==> config.mk <==
export PLATFORM = sky130hd
export DESIGN_NAME = halton_sample_generator_flat
export DESIGN_NICKNAME = d
export VERILOG_FILES = /design/src/rtl/core/hsg_pkg.sv /design/src/rtl/core/hsg_if.sv /design/src/rtl/core/hsg_sequencer.sv /design/src/rtl/core/hsg_datapath.sv /design/src/rtl/core/halton_sample_generator.sv /design/src/flat_wrapper.sv
export SDC_FILE = /design/constraint.sdc
export NUM_CORES = 2
export LEC_CHECK = 0
export ABC_AREA = 1
export BUFFER_PORTS_ARGS = -buffer_cell sky130_fd_sc_hd__buf_2
export CAP_MARGIN = 20
export CORE_UTILIZATION = 50
export DETAILED_ROUTE_END_ITERATION = 16
export PLACE_DENSITY = 0.69
export SLEW_MARGIN = 20
export SYNTH_ARGS = -nofsm -noshare
export SYNTH_HDL_FRONTEND = slang
export SYNTH_SLANG_ARGS = --single-unit
==> constraint.sdc <==
create_clock -name clk -period 7.9 [get_ports clk]
set_clock_uncertainty 0.1 [all_clocks]
set_input_delay 1.58 -clock clk [delete_from_list [all_inputs] [get_ports clk]]
set_output_delay 1.58 -clock clk [all_outputs]
set_load 0.02 [all_outputs]
==> src/rtl/core/hsg_pkg.sv <==
// ----------------------------------------------------------------------------
// hsg_pkg: shared types and constants of the Halton sample generator
// Widths, command codes, prime and reciprocal tables, the microcode word
// layout and the status fed back from the datapath to the sequencer.
// ----------------------------------------------------------------------------
package hsg_pkg;

  // Default parameter values
  localparam int INDEX_BITS_DEF = 20;
  localparam int DIMENSIONS_DEF = 16;

  // Fixed field widths
  localparam int FRAC_W    = 32;   // Q0.32 fraction, shift and value
  localparam int DIM_OUT_W = 4;    // dimension field of a result
  localparam int BASE_W    = 8;    // largest prime (131) fits here
  localparam int TABLE_W   = 5;    // prime table index
  localparam int CNT_W     = $clog2(FRAC_W);

  // Command codes
  localparam logic OP_START = 1'b0;
  localparam logic OP_NEXT  = 1'b1;

  // Microcode step addresses
  typedef logic [2:0] step_t;
  localparam step_t STEP_INIT = 3'd0;  // load digit loop, fetch base
  localparam step_t STEP_QUO  = 3'd1;  // first quotient, skip on zero index
  localparam step_t STEP_REM  = 3'd2;  // digit and new index
  localparam step_t STEP_ACC  = 3'd3;  // fold digit, next quotient
  localparam step_t STEP_DIV  = 3'd4;  // one quotient bit of R * 2^32 / b^k
  localparam step_t STEP_OUT  = 3'd5;  // add shift, emit beat

  // Jump conditions
  typedef enum logic [2:0] {
    COND_NONE      = 3'd0,
    COND_ALWAYS    = 3'd1,
    COND_N_ZERO    = 3'd2,
    COND_N_NONZERO = 3'd3,
    COND_DIV_BUSY  = 3'd4
  } cond_t;

  // One control word
  typedef struct packed {
    logic  load_n;   // load index, base, reciprocal; clear R, set b^k = 1
    logic  do_quo;   // quotient by reciprocal multiply
    logic  do_rem;   // remainder, advance index to quotient
    logic  do_acc;   // R = R*b + digit, b^k = b^k * b
    logic  do_div;   // one restoring division step
    logic  do_out;   // result register load, dimension advance
    cond_t cond;
    step_t target;
    logic  last;
  } ctrl_t;

  // Datapath flags for the sequencer
  typedef struct packed {
    logic n_zero;
    logic div_last;
    logic out_free;
  } status_t;

  // Successive primes
  function automatic logic [BASE_W-1:0] prime_base(input logic [TABLE_W-1:0] idx);
    logic [BASE_W-1:0] b;
    case (idx)
      5'd0:  b = 8'd2;    5'd1:  b = 8'd3;    5'd2:  b = 8'd5;    5'd3:  b = 8'd7;
      5'd4:  b = 8'd11;   5'd5:  b = 8'd13;   5'd6:  b = 8'd17;   5'd7:  b = 8'd19;
      5'd8:  b = 8'd23;   5'd9:  b = 8'd29;   5'd10: b = 8'd31;   5'd11: b = 8'd37;
      5'd12: b = 8'd41;   5'd13: b = 8'd43;   5'd14: b = 8'd47;   5'd15: b = 8'd53;
      5'd16: b = 8'd59;   5'd17: b = 8'd61;   5'd18: b = 8'd67;   5'd19: b = 8'd71;
      5'd20: b = 8'd73;   5'd21: b = 8'd79;   5'd22: b = 8'd83;   5'd23: b = 8'd89;
      5'd24: b = 8'd97;   5'd25: b = 8'd101;  5'd26: b = 8'd103;  5'd27: b = 8'd107;
      5'd28: b = 8'd109;  5'd29: b = 8'd113;  5'd30: b = 8'd127;  default: b = 8'd131;
    endcase
    return b;
  endfunction

  // ceil(2^32 / prime): exact quotient for any index below 2^24
  function automatic logic [FRAC_W-1:0] prime_recip(input logic [TABLE_W-1:0] idx);
    logic [FRAC_W-1:0] m;
    case (idx)
      5'd0:  m = 32'd2147483648;  5'd1:  m = 32'd1431655766;
      5'd2:  m = 32'd858993460;   5'd3:  m = 32'd613566757;
      5'd4:  m = 32'd390451573;   5'd5:  m = 32'd330382100;
      5'd6:  m = 32'd252645136;   5'd7:  m = 32'd226050911;
      5'd8:  m = 32'd186737709;   5'd9:  m = 32'd148102321;
      5'd10: m = 32'd138547333;   5'd11: m = 32'd116080198;
      5'd12: m = 32'd104755300;   5'd13: m = 32'd99882961;
      5'd14: m = 32'd91382283;    5'd15: m = 32'd81037119;
      5'd16: m = 32'd72796056;    5'd17: m = 32'd70409300;
      5'd18: m = 32'd64103990;    5'd19: m = 32'd60492498;
      5'd20: m = 32'd58835169;    5'd21: m = 32'd54366675;
      5'd22: m = 32'd51746594;    5'd23: m = 32'd48258060;
      5'd24: m = 32'd44278014;    5'd25: m = 32'd42524429;
      5'd26: m = 32'd41698712;    5'd27: m = 32'd40139882;
      5'd28: m = 32'd39403370;    5'd29: m = 32'd38008561;
      5'd30: m = 32'd33818641;    default: m = 32'd32786010;
    endcase
    return m;
  endfunction

endpackage

==> src/rtl/core/hsg_if.sv <==
// ----------------------------------------------------------------------------
// hsg_if: command and result channels
// Valid/ready channels; a beat moves when valid and ready are both high.
// ----------------------------------------------------------------------------
interface hsg_cmd_if #(
  parameter int INDEX_BITS = hsg_pkg::INDEX_BITS_DEF
);
  logic                          valid;
  logic                          ready;
  logic                          operation;
  logic [INDEX_BITS-1:0]         index_in;
  logic [hsg_pkg::FRAC_W-1:0]    shift_in;

  modport source (output valid, output operation, output index_in, output shift_in,
                  input ready);
  modport sink   (input valid, input operation, input index_in, input shift_in,
                  output ready);
endinterface

interface hsg_res_if;
  logic                           valid;
  logic                           ready;
  logic [hsg_pkg::FRAC_W-1:0]     value;
  logic [hsg_pkg::DIM_OUT_W-1:0]  dimension;
  logic                           exhausted;

  modport source (output valid, output value, output dimension, output exhausted,
                  input ready);
  modport sink   (input valid, input value, input dimension, input exhausted,
                  output ready);
endinterface

==> src/rtl/core/hsg_sequencer.sv <==
// ----------------------------------------------------------------------------
// hsg_sequencer: microcode step counter and control store
// Walks the per-dimension program, takes conditional jumps on datapath flags.
// ----------------------------------------------------------------------------
module hsg_sequencer (
  input  logic             clk,
  input  logic             rst,
  input  logic             go,
  input  hsg_pkg::status_t status,
  output hsg_pkg::ctrl_t   ctrl,
  output logic             busy
);

  function automatic hsg_pkg::ctrl_t ucode(input hsg_pkg::step_t pc);
    hsg_pkg::ctrl_t w;
    w        = '0;
    w.cond   = hsg_pkg::COND_NONE;
    w.target = hsg_pkg::STEP_INIT;
    unique case (pc)
      hsg_pkg::STEP_INIT: begin
        w.load_n = 1'b1;
      end
      hsg_pkg::STEP_QUO: begin
        w.do_quo = 1'b1;
        w.cond   = hsg_pkg::COND_N_ZERO;
        w.target = hsg_pkg::STEP_DIV;
      end
      hsg_pkg::STEP_REM: begin
        w.do_rem = 1'b1;
      end
      hsg_pkg::STEP_ACC: begin
        w.do_acc = 1'b1;
        w.do_quo = 1'b1;
        w.cond   = hsg_pkg::COND_N_NONZERO;
        w.target = hsg_pkg::STEP_REM;
      end
      hsg_pkg::STEP_DIV: begin
        w.do_div = 1'b1;
        w.cond   = hsg_pkg::COND_DIV_BUSY;
        w.target = hsg_pkg::STEP_DIV;
      end
      hsg_pkg::STEP_OUT: begin
        w.do_out = 1'b1;
        w.last   = 1'b1;
      end
      default: begin
        w.last = 1'b1;
      end
    endcase
    return w;
  endfunction

  hsg_pkg::step_t pc;
  hsg_pkg::ctrl_t word;
  logic           stall;
  logic           taken;

  assign word  = ucode(pc);
  // hold at the emit step while the result register is still full
  assign stall = word.do_out && !status.out_free;
  assign ctrl  = (busy && !stall) ? word : '0;

  always_comb begin
    unique case (word.cond)
      hsg_pkg::COND_NONE:      taken = 1'b0;
      hsg_pkg::COND_ALWAYS:    taken = 1'b1;
      hsg_pkg::COND_N_ZERO:    taken = status.n_zero;
      hsg_pkg::COND_N_NONZERO: taken = !status.n_zero;
      hsg_pkg::COND_DIV_BUSY:  taken = !status.div_last;
      default:                 taken = 1'b0;
    endcase
  end

  always_ff @(posedge clk) begin
    if (rst) begin
      busy <= 1'b0;
      pc   <= hsg_pkg::STEP_INIT;
    end else if (go) begin
      busy <= 1'b1;
      pc   <= hsg_pkg::STEP_INIT;
    end else if (busy && !stall) begin
      if (word.last) begin
        busy <= 1'b0;
      end
      pc <= taken ? word.target : pc + 3'd1;
    end
  end

endmodule

==> src/rtl/core/hsg_datapath.sv <==
// ----------------------------------------------------------------------------
// hsg_datapath: digit loop, long division and result register
// Sample state, reciprocal-multiply digit extraction, restoring divider.
// ----------------------------------------------------------------------------
module hsg_datapath #(
  parameter int INDEX_BITS = hsg_pkg::INDEX_BITS_DEF,
  parameter int DIMENSIONS = hsg_pkg::DIMENSIONS_DEF
) (
  input  logic                             clk,
  input  logic                             rst,
  input  hsg_pkg::ctrl_t                   ctrl,
  input  logic                             load,
  input  logic [INDEX_BITS-1:0]            index_in,
  input  logic [hsg_pkg::FRAC_W-1:0]       shift_in,
  input  logic                             res_ready,
  output hsg_pkg::status_t                 status,
  output logic                             res_valid,
  output logic [hsg_pkg::FRAC_W-1:0]       value,
  output logic [hsg_pkg::DIM_OUT_W-1:0]    dimension,
  output logic                             exhausted
);

  localparam int DIM_W = $clog2(DIMENSIONS);
  localparam int FW    = hsg_pkg::FRAC_W;
  localparam int BW    = hsg_pkg::BASE_W;

  // sample state
  logic [INDEX_BITS-1:0] index;
  logic [FW-1:0]         shift;
  logic [DIM_W-1:0]      dim_count;
  logic                  past_end;

  // digit loop and divider
  logic [INDEX_BITS-1:0] n;
  logic [INDEX_BITS-1:0] q;
  logic [BW-1:0]         digit;
  logic [BW-1:0]         base;
  logic [FW-1:0]         recip;
  logic [FW-1:0]         rev;
  logic [FW-1:0]         scale;
  logic [FW-1:0]         frac;
  logic [hsg_pkg::CNT_W-1:0] div_cnt;

  logic [INDEX_BITS+FW-1:0] quo_prod;
  logic [INDEX_BITS+BW-1:0] rem_prod;
  logic [INDEX_BITS+BW-1:0] rem_diff;
  logic [FW+BW-1:0]         rev_prod;
  logic [FW+BW-1:0]         scale_prod;
  logic [FW:0]              dbl;
  logic                     fits;
  logic [FW:0]              dbl_diff;
  logic                     dim_at_end;

  assign quo_prod   = {{FW{1'b0}}, n} * {{INDEX_BITS{1'b0}}, recip};
  assign rem_prod   = {{BW{1'b0}}, q} * {{INDEX_BITS{1'b0}}, base};
  assign rem_diff   = {{BW{1'b0}}, n} - rem_prod;
  assign rev_prod   = {{BW{1'b0}}, rev} * {{FW{1'b0}}, base} + {{FW{1'b0}}, digit};
  assign scale_prod = {{BW{1'b0}}, scale} * {{FW{1'b0}}, base};
  assign dbl        = {rev, 1'b0};
  assign dbl_diff   = dbl - {1'b0, scale};
  assign fits       = dbl >= {1'b0, scale};
  assign dim_at_end = dim_count == DIM_W'(DIMENSIONS - 1);

  assign status.n_zero   = n == '0;
  assign status.div_last = div_cnt == hsg_pkg::CNT_W'(FW - 1);
  assign status.out_free = !res_valid || res_ready;

  always_ff @(posedge clk) begin
    if (ctrl.load_n) begin
      n     <= index;
      base  <= hsg_pkg::prime_base(hsg_pkg::TABLE_W'(dim_count));
      recip <= hsg_pkg::prime_recip(hsg_pkg::TABLE_W'(dim_count));
      rev   <= '0;
      scale <= FW'(1);
    end else begin
      if (ctrl.do_rem) begin
        digit <= rem_diff[BW-1:0];
        n     <= q;
      end
      if (ctrl.do_acc) begin
        rev   <= rev_prod[FW-1:0];
        scale <= scale_prod[FW-1:0];
      end
      if (ctrl.do_div) begin
        rev  <= fits ? dbl_diff[FW-1:0] : dbl[FW-1:0];
        frac <= {frac[FW-2:0], fits};
      end
    end
    if (ctrl.do_quo) begin
      q <= quo_prod[INDEX_BITS+FW-1:FW];
    end
    if (ctrl.do_out) begin
      value     <= FW'(frac + shift);
      dimension <= hsg_pkg::DIM_OUT_W'(dim_count);
      exhausted <= past_end;
    end
  end

  always_ff @(posedge clk) begin
    if (rst) begin
      div_cnt <= '0;
    end else if (ctrl.do_div) begin
      div_cnt <= div_cnt + 1'b1;
    end else begin
      div_cnt <= '0;
    end
  end

  always_ff @(posedge clk) begin
    if (rst) begin
      index     <= '0;
      shift     <= '0;
      dim_count <= '0;
      past_end  <= 1'b0;
      res_valid <= 1'b0;
    end else begin
      if (load) begin
        index     <= index_in;
        shift     <= shift_in;
        dim_count <= '0;
        past_end  <= 1'b0;
      end else if (ctrl.do_out) begin
        if (dim_at_end) begin
          past_end <= 1'b1;
        end else begin
          dim_count <= dim_count + 1'b1;
        end
      end
      if (ctrl.do_out) begin
        res_valid <= 1'b1;
      end else if (res_ready) begin
        res_valid <= 1'b0;
      end
    end
  end

endmodule

==> src/rtl/core/halton_sample_generator.sv <==
// ----------------------------------------------------------------------------
// halton_sample_generator: shifted Halton radical inverse in Q0.32
// A start beat loads a sample index and a Q0.32 shift; each next beat gives
// the radical inverse of the index in the prime base of the current
// dimension plus the shift modulo 1, then moves on up to the last dimension.
// ----------------------------------------------------------------------------
//
//   channel  dir  payload                                 beat moves on
//   -------  ---  --------------------------------------  -----------------
//   cmd      in   operation, index_in, shift_in           valid && ready
//   result   out  value, dimension, exhausted             valid && ready
//
// A start beat loads the sample state and gives no result. A next beat runs
// a microcode program: fetch the base, take the first quotient, then a
// remainder step and an accumulate step per base-b digit of the index,
// restoring division for floor(R * 2^32 / b^k) and an emit step; cmd.ready
// rises again once the program ends. The digit loop is a reciprocal
// multiply, then a multiply-subtract; the divider gives one quotient bit
// per cycle.
// Reset clears the sample state to index 0, shift 0, dimension 0.
// A full result register does not block cmd: the next beat is taken and its
// program holds at the emit step until result.ready frees the register.
// ----------------------------------------------------------------------------
module halton_sample_generator #(
  parameter int INDEX_BITS = hsg_pkg::INDEX_BITS_DEF,
  parameter int DIMENSIONS = hsg_pkg::DIMENSIONS_DEF
) (
  input  logic       clk,
  input  logic       rst,
  hsg_cmd_if.sink    cmd,
  hsg_res_if.source  result
);

  hsg_pkg::ctrl_t   ctrl;
  hsg_pkg::status_t status;
  logic             busy;
  logic             accept;
  logic             go;
  logic             load;

  // one item at a time: take a command only while no program runs,
  // and never while reset is held
  assign cmd.ready = !busy && !rst;
  assign accept    = cmd.valid && cmd.ready;
  // next: run the program; start: load the sample state directly
  assign go        = accept && (cmd.operation == hsg_pkg::OP_NEXT);
  assign load      = accept && (cmd.operation == hsg_pkg::OP_START);

  hsg_sequencer u_seq (
    .clk    (clk),
    .rst    (rst),
    .go     (go),
    .status (status),
    .ctrl   (ctrl),
    .busy   (busy)
  );

  hsg_datapath #(
    .INDEX_BITS (INDEX_BITS),
    .DIMENSIONS (DIMENSIONS)
  ) u_dp (
    .clk       (clk),
    .rst       (rst),
    .ctrl      (ctrl),
    .load      (load),
    .index_in  (cmd.index_in),
    .shift_in  (cmd.shift_in),
    .res_ready (result.ready),
    .status    (status),
    .res_valid (result.valid),
    .value     (result.value),
    .dimension (result.dimension),
    .exhausted (result.exhausted)
  );

endmodule
==> src/flat_wrapper.sv <==
// flat-port wrapper written by rule: the top's interface ports become plain ports
module halton_sample_generator_flat 
#(
  parameter int INDEX_BITS = hsg_pkg::INDEX_BITS_DEF,
  parameter int DIMENSIONS = hsg_pkg::DIMENSIONS_DEF
)
  (clk, rst, cmd_valid, cmd_operation, cmd_index_in, cmd_shift_in, cmd_ready, result_valid, result_value, result_dimension, result_exhausted, result_ready);
  hsg_cmd_if #(.INDEX_BITS(INDEX_BITS)) cmd_i ();
  hsg_res_if result_i ();
  input  logic clk;
  input  logic rst;
  input wire logic [$bits(cmd_i.valid)-1:0] cmd_valid;
  input wire logic [$bits(cmd_i.operation)-1:0] cmd_operation;
  input wire logic [$bits(cmd_i.index_in)-1:0] cmd_index_in;
  input wire logic [$bits(cmd_i.shift_in)-1:0] cmd_shift_in;
  output wire logic [$bits(cmd_i.ready)-1:0] cmd_ready;
  output wire logic [$bits(result_i.valid)-1:0] result_valid;
  output wire logic [$bits(result_i.value)-1:0] result_value;
  output wire logic [$bits(result_i.dimension)-1:0] result_dimension;
  output wire logic [$bits(result_i.exhausted)-1:0] result_exhausted;
  input wire logic [$bits(result_i.ready)-1:0] result_ready;
  assign cmd_i.valid = cmd_valid;
  assign cmd_i.operation = cmd_operation;
  assign cmd_i.index_in = cmd_index_in;
  assign cmd_i.shift_in = cmd_shift_in;
  assign cmd_ready = cmd_i.ready;
  assign result_valid = result_i.valid;
  assign result_value = result_i.value;
  assign result_dimension = result_i.dimension;
  assign result_exhausted = result_i.exhausted;
  assign result_i.ready = result_ready;
  halton_sample_generator #(.INDEX_BITS(INDEX_BITS), .DIMENSIONS(DIMENSIONS)) u_core (.clk(clk), .rst(rst), .cmd(cmd_i), .result(result_i));
endmodule
* Yosys cells after proc, flatten, opt, wreduce, memory -nomap -nowiden
Memories as Yosys holds them, arrays and structs flattened. A register that Yosys moved wholly into a read port is not among the register bits. Cells that the tools add are included. Widths: inputs -> output; s select.
Storage, ports and cells: bits in read-only memories 608, memories kept 2, register bits after elaboration 256, logic and storage cells 99, output and inout bits 39, input port bits 57
Cells by class: eq/ne operators 12, reductions and logical operators 30, add/subtract/negate cells 7, muxes and demuxes 21, $mul 4, order comparisons 1, bitwise logic cells 4
Memories:
- (no name shown) | words 16, bits a word 32, read ports 1, clocked after memory_dff 1, wr ports 0, line hsg_pkg.sv:80 | case (idx)
- (no name shown) | words 16, bits a word 6, read ports 1, clocked after memory_dff 1, wr ports 0, line hsg_pkg.sv:64 | case (idx)
Operators with widths (count):
- $mux 32 | 3
- $mul 32x8->32 | 2
- $mul 20x32->52 | 1
- $mux 20 | 2
- $ge 33x32->1 | 1
- $add 32x32->32 | 1
- $add 32x8->32 | 1
- $sub 32x32->32 | 1
- $logic_not 20->1 | 1
- $mul 20x8->8 | 1
- $pmux 6 s3 | 1
- $mux 13 | 1
- $eq 3x2->1 const B | 4
- $mux 1 | 12
- $reduce_and 2->1 | 5
- $eq 3x3->1 const B | 3
- $reduce_bool 2->1 | 4
- $reduce_or 2->1 | 4
- $sub 8x8->8 | 1
- $logic_not 1->1 | 7
- $eq 3x1->1 const B | 2
- $logic_and 1x1->1 | 6
- $add 5x1->5 const B | 1
- $eq 5x5->1 const B | 1
- 10 further kinds | 13

* Longest topological paths before layout
depth in word-level cells 9, depth in mapped cells 30, mapped depth without buffers 28

* Hierarchy
From an unflattened synthesis, not the netlist that was laid out.
Second synthesis, totals: cell total of the unflattened synthesis 6964, area, all modules 50988.9 um^2
Modules (own cells, without submodules):
- hsg_datapath | area an instance 50465.9 um^2, instances 1, cells an instance 6881
- hsg_sequencer | area an instance 501.7 um^2, instances 1, cells an instance 78
- halton_sample_generator | area an instance 21.3 um^2, instances 1, cells an instance 5

* Worst setup path after synthesis
Ideal clock, no wire load.
path type register to register, start register u_core.u_dp.n[3], end register u_core.u_dp.q[11] (data pin), arrival 5.952 ns, clock period less this slack 6.304 ns, setup slack 1.596 ns, library setup time 0.252 ns, stages on the path, launching flop included 28, buffers on the path 2, cell sequence edfxtp_1 -> clkbuf_1 -> clkbuf_1 -> nand2_1 -> inv_1 -> fa_1 -> fa_1 -> inv_1 -> fa_1 -> inv_1 -> fa_1 -> inv_1 -> fa_1 -> inv_1 -> fa_1 -> inv_1 -> fa_1 -> inv_1 -> ha_1 -> nand2_1 -> nor2_1 -> inv_1 -> nor4_1 -> nand3_1 -> nand2_1 -> nand2_1 -> nand3_1 -> nand2_1
On the way: cells in the longest elaborated chain, start to end 1
Ends and longest elaborated chain:
- start, declared | line hsg_datapath.sv:34 | logic [INDEX_BITS-1:0] n;
- start signal, assigned | line hsg_datapath.sv:70 | n <= index;
- start signal, assigned | line hsg_datapath.sv:78 | n <= q;
- $mul 20x32->52 | line hsg_datapath.sv:54 | assign quo_prod = {{FW{1'b0}}, n} * {{INDEX_BITS{1'b0}}, recip};
- via u_core.u_dp.quo_prod[43] | line hsg_datapath.sv:44 | logic [INDEX_BITS+FW-1:0] quo_prod;
- end signal, assigned | line hsg_datapath.sv:90 | q <= quo_prod[INDEX_BITS+FW-1:FW];
- end, declared | line hsg_datapath.sv:35 | logic [INDEX_BITS-1:0] q;
The timed path passes the listed nets, and every way through them passes these cells. A chain may end at the register's enable or synchronous reset.

* Worst setup path in the final report
start register u_core.u_dp.n[11], end register u_core.u_dp.q[17] (data pin)
Same word-level chain as after synthesis.

==> results.rst <==
.. list-table::
   :header-rows: 1

   * - Metric
     - Value
   * - Result of the run
     - complete, no violations
   * - Combined area of the multi-input logic cells
     - 35200 µm²
   * - Ys flop type
     - sky130_fd_sc_hd__edfxtp_1
   * - Global route hottest layer
     - met2
   * - Initial antenna violation count
     - 0
   * - CTS hold repair buffers
     - 0
   * - Clock sinks
     - 286
   * - Final weighted congestion in routability-driven placement
     - 0.947
   * - Number of synthesis warnings
     - 0
   * - Top cells by area, synth
     - sky130_fd_sc_hd__fa_1, sky130_fd_sc_hd__inv_1, sky130_fd_sc_hd__nand2_1
   * - Met1 GRT Util
     - 35.4%
   * - Bufs on Longest Clock Path
     - 3
   * - Area taken by flip-flops and latches
     - 7280 µm²
   * - Mean instance size in the synthesized netlist
     - about 7.3 µm²
   * - Post-route ant nets
     - 0
   * - Share of cells above drive strength 1
     - between 3 and 4%
   * - Final-layout fill cell count
     - 9730
   * - Number of cells on the worst reg-to-reg path
     - 23
   * - Y dimension of the die
     - roughly 320 µm
   * - Num rows
     - 116
   * - Global-route wire length before repair
     - approximately 230000 µm
   * - Post-route design area
     - 54100 µm²
   * - Latest clock arrival within the worst-skew pair
     - 590 ps
   * - Type of the worst min-delay path
     - reg2reg
   * - Via density
     - 5.12
   * - Fin Setup TNS
     - 0 ps
   * - Count of buffers inserted at the top-level ports
     - 95
   * - Routing usage on met2
     - 50.7%
   * - Fraction of synthesized cell area taken by the top area cell type
     - 30.4%
   * - Crit path arrival time
     - approximately 7400 ps
   * - Setup slack, reg-to-reg
     - 720 ps
   * - Total via count in the routed design
     - 42.5k
   * - Register bit count reported by yosys
     - 286
   * - Total Power
     - 16200 µW
   * - Required time of the critical path
     - 8100 ps
   * - Max-cap violations
     - 0
   * - Met3 GRT Util
     - under 10%
   * - Core box area
     - 101000 µm²
   * - Fin crit share
     - 90.9%
   * - Post-Synthesis Cells
     - 6957
   * - Async set-reset flop share out of synthesis
     - 0%
   * - Power per unit of standard cell area
     - 300 nW/µm²
   * - Die area
     - 103000 µm²
   * - Most common cell in the netlist
     - sky130_fd_sc_hd__inv_1
   * - Source of the worst register-to-register timing path
     - u_core.u_dp.n[11]
   * - Cell variety after synth
     - just under 60
   * - Leftover overflow at the end of global routing
     - 0
   * - Vias in the first global route
     - roughly 44k
   * - Number of enable-type register cells in the synthesized netlist
     - approximately 160
   * - Critical Path Start Type
     - register
   * - Num ports
     - 96
   * - Pin count of the biggest net entering global routing
     - 71
   * - Hold slack
     - around 340 ps
   * - Largest driver fanout on the critical path
     - 20
   * - Cell area after synthesis
     - 51100 µm²
   * - Max-slew violation total from the final report
     - 0
   * - Total Wirelength
     - around 140000 µm
   * - Inserted Diodes
     - 0
   * - Die boundary width
     - 322 µm
   * - Setup violation total in the final timing report
     - 0
   * - Clock tree root buffer cell
     - sky130_fd_sc_hd__clkbuf_16
   * - Global-route usage over all layers
     - between 20% and 30%
   * - Initial detailed-routing violation count
     - 2827
   * - Setup repair after global routing missed its margin
     - no
   * - Iteration count of the initial detailed-routing pass
     - 5
   * - H-tree lvl count
     - 2
   * - Launch instance of the worst min-delay path
     - u_core.u_dp.past_end
   * - Hold Path Cell Cnt
     - 0
   * - # nets final
     - 8147
   * - Critical Path Sink Type
     - register
   * - Post-Place Cell Area
     - 52800 µm²
   * - Transition time at the pin with the least slew margin
     - approximately 1200 ps
   * - Portion of the post-synthesis area used by sequential elements
     - 14.3%
   * - Total count of hold-check failures in the final report
     - 0
   * - CTS tree
     - built
   * - Dpl hpwl
     - between 100000 and 150000 µm
   * - DRC
     - 0
   * - Clock-pin transition on the worst setup and hold timing paths
     - ~60 ps
   * - Upper clock frequency limit
     - 139 MHz
   * - Time the final worst path needs with I/O delays and setup
     - 7180 ps
   * - Relative area change from synthesis to final layout
     - 5.99%
   * - Per-cell routed wire length
     - 17.2 µm
   * - Classification of the worst setup path
     - reg2reg
   * - End of the worst register-to-register path
     - u_core.u_dp.q[17]
   * - Number of buffers added by the clock tree synthesis step
     - 37
   * - VDD IR max
     - approximately 0.65 mV
   * - Setup fix buffers added after clock tree synthesis
     - 0
   * - Top cells by count, synth
     - sky130_fd_sc_hd__inv_1, sky130_fd_sc_hd__nand2_1, sky130_fd_sc_hd__fa_1
   * - Leak
     - 0.0318 µW
   * - Worst Hold Endpoint
     - u_core.u_dp.exhausted
   * - Post-CTS Resized
     - 0
   * - Effective utilization at floorplan
     - 50.8%
   * - Post-synth net total
     - 8201
   * - Worst slew margin
     - approximately 23%
   * - Cell type contributing the most total cell area after synthesis
     - sky130_fd_sc_hd__fa_1
## how the worst max path moves through the flow
stage	slack, ps	start	cells after the start	to
floorplan	1600	u_core.u_dp.n[3]	27	u_core.u_dp.q[11]
global placement	620	u_core.u_dp.n[7]	22	u_core.u_dp.q[15]
detailed placement	780	u_core.u_dp.n[3]	26	u_core.u_dp.q[17]
CTS	700	u_core.u_dp.n[3]	23	u_core.u_dp.q[2]
global route	400	u_core.u_dp.n[3]	26	u_core.u_dp.q[17]
finish	720	u_core.u_dp.n[11]	23	u_core.u_dp.q[17]
## critical path, stage by stage (launching register included)
cell and delay, ps:
sky130_fd_sc_hd__edfxtp_1 1050, sky130_fd_sc_hd__nand2_1 180, sky130_fd_sc_hd__fa_1 580, sky130_fd_sc_hd__inv_1 50, sky130_fd_sc_hd__fa_1 480, sky130_fd_sc_hd__fa_1 580
sky130_fd_sc_hd__fa_1 450, sky130_fd_sc_hd__fa_1 460, sky130_fd_sc_hd__fa_1 530, sky130_fd_sc_hd__inv_1 70, sky130_fd_sc_hd__fa_1 500, sky130_fd_sc_hd__inv_1 50
sky130_fd_sc_hd__ha_1 310, sky130_fd_sc_hd__nand2_1 150, sky130_fd_sc_hd__inv_1 50, sky130_fd_sc_hd__a21oi_1 250, sky130_fd_sc_hd__a21boi_0 420, sky130_fd_sc_hd__o21bai_1 120
sky130_fd_sc_hd__inv_1 110, sky130_fd_sc_hd__nor2_1 50, sky130_fd_sc_hd__nor2_1 140, sky130_fd_sc_hd__nand2_1 70, sky130_fd_sc_hd__nand2_1 60, sky130_fd_sc_hd__nand2_1 50
## final cells by class
type | instances | area share (%)
clock inverter | 19 | 0.495
timing repair buffer | 174 | 2.27
multi-input combinational | 4424 | 65.1
inverter | 1980 | 13.7
clock buffer | 48 | 1.83
sequential | 286 | 13.4
tap | 1357 | 3.14
## routing by layer
layer,part of all wire [%],up-vias
li1,-,20289
met1,41,20645
met2,50,1202
met3,5.0,332
met4,4.3,0
met5,0,-
## sequential cells by signal, summed over array words and instances, names as in the netlist, 5 cells and up
name and flops:
u_core.u_dp.frac 32, u_core.u_dp.recip 32, u_core.u_dp.rev 32, u_core.u_dp.scale 32
u_core.u_dp.shift 32, u_core.u_dp.value 32, u_core.u_dp.index 20, u_core.u_dp.n 20
u_core.u_dp.q 20, u_core.u_dp.digit 8, u_core.u_dp.base 6, u_core.u_dp.div_cnt 5
## report_power, final
| part | internal (µW) | switching, µW | total [µW] |
|---|---|---|---|
| combinational | 4310 | 8200 | 12500 |
| clock | 1060 | 723 | 1780 |
| sequential | 1850 | 97.0 | 1940 |
## layout by cell type (no fill, tap or decap), types with 6 or more instances in the layout
master	count
sky130_fd_sc_hd__buf_4	67
sky130_fd_sc_hd__o21a_1	7
sky130_fd_sc_hd__o211ai_1	12
sky130_fd_sc_hd__clkinv_2	6
sky130_fd_sc_hd__nand2_1	1816
sky130_fd_sc_hd__nand3b_1	13
sky130_fd_sc_hd__o21bai_1	24
sky130_fd_sc_hd__dfxtp_1	131
sky130_fd_sc_hd__nand4_1	35
sky130_fd_sc_hd__clkbuf_1	10
sky130_fd_sc_hd__nor3_1	44
sky130_fd_sc_hd__edfxtp_1	155
sky130_fd_sc_hd__clkbuf_16	38
sky130_fd_sc_hd__nand3_2	10
sky130_fd_sc_hd__buf_12	9
sky130_fd_sc_hd__o21ai_0	221
sky130_fd_sc_hd__inv_1	1974
sky130_fd_sc_hd__nor2_1	289
sky130_fd_sc_hd__xor2_1	69
sky130_fd_sc_hd__ha_1	411
sky130_fd_sc_hd__nor4_1	8
sky130_fd_sc_hd__a31oi_1	26
sky130_fd_sc_hd__a21o_1	21
sky130_fd_sc_hd__nand2_2	10
sky130_fd_sc_hd__a21oi_1	293
sky130_fd_sc_hd__buf_2	95
sky130_fd_sc_hd__xnor2_1	50
sky130_fd_sc_hd__fa_1	776
sky130_fd_sc_hd__nand3_1	225
## per-stage QoR
step	utilization, %	cells	setup WS, ps
finish	53.8	8288	718
global route	53.8	8288	399
CTS	53.8	8286	697
detailed placement	52.5	8219	780
global placement	52.5	8217	618
floorplan	-	6957	1600
## cells by family (layout without fill, tap and decap cells)
group	count (synthesis)	after routing	share of synthesized area [%]
AOI/OAI and AO/OA	642	642	6.87
and+or+nand+nor	2476	2476	19.6
adders and majority gates	1187	1187	40.5
buffers and inverters	2247	2221	16.8
DFF	286	286	14.3
xor gates and xnor gates	119	119	2.04
Power figures use the tool's default switching activity.
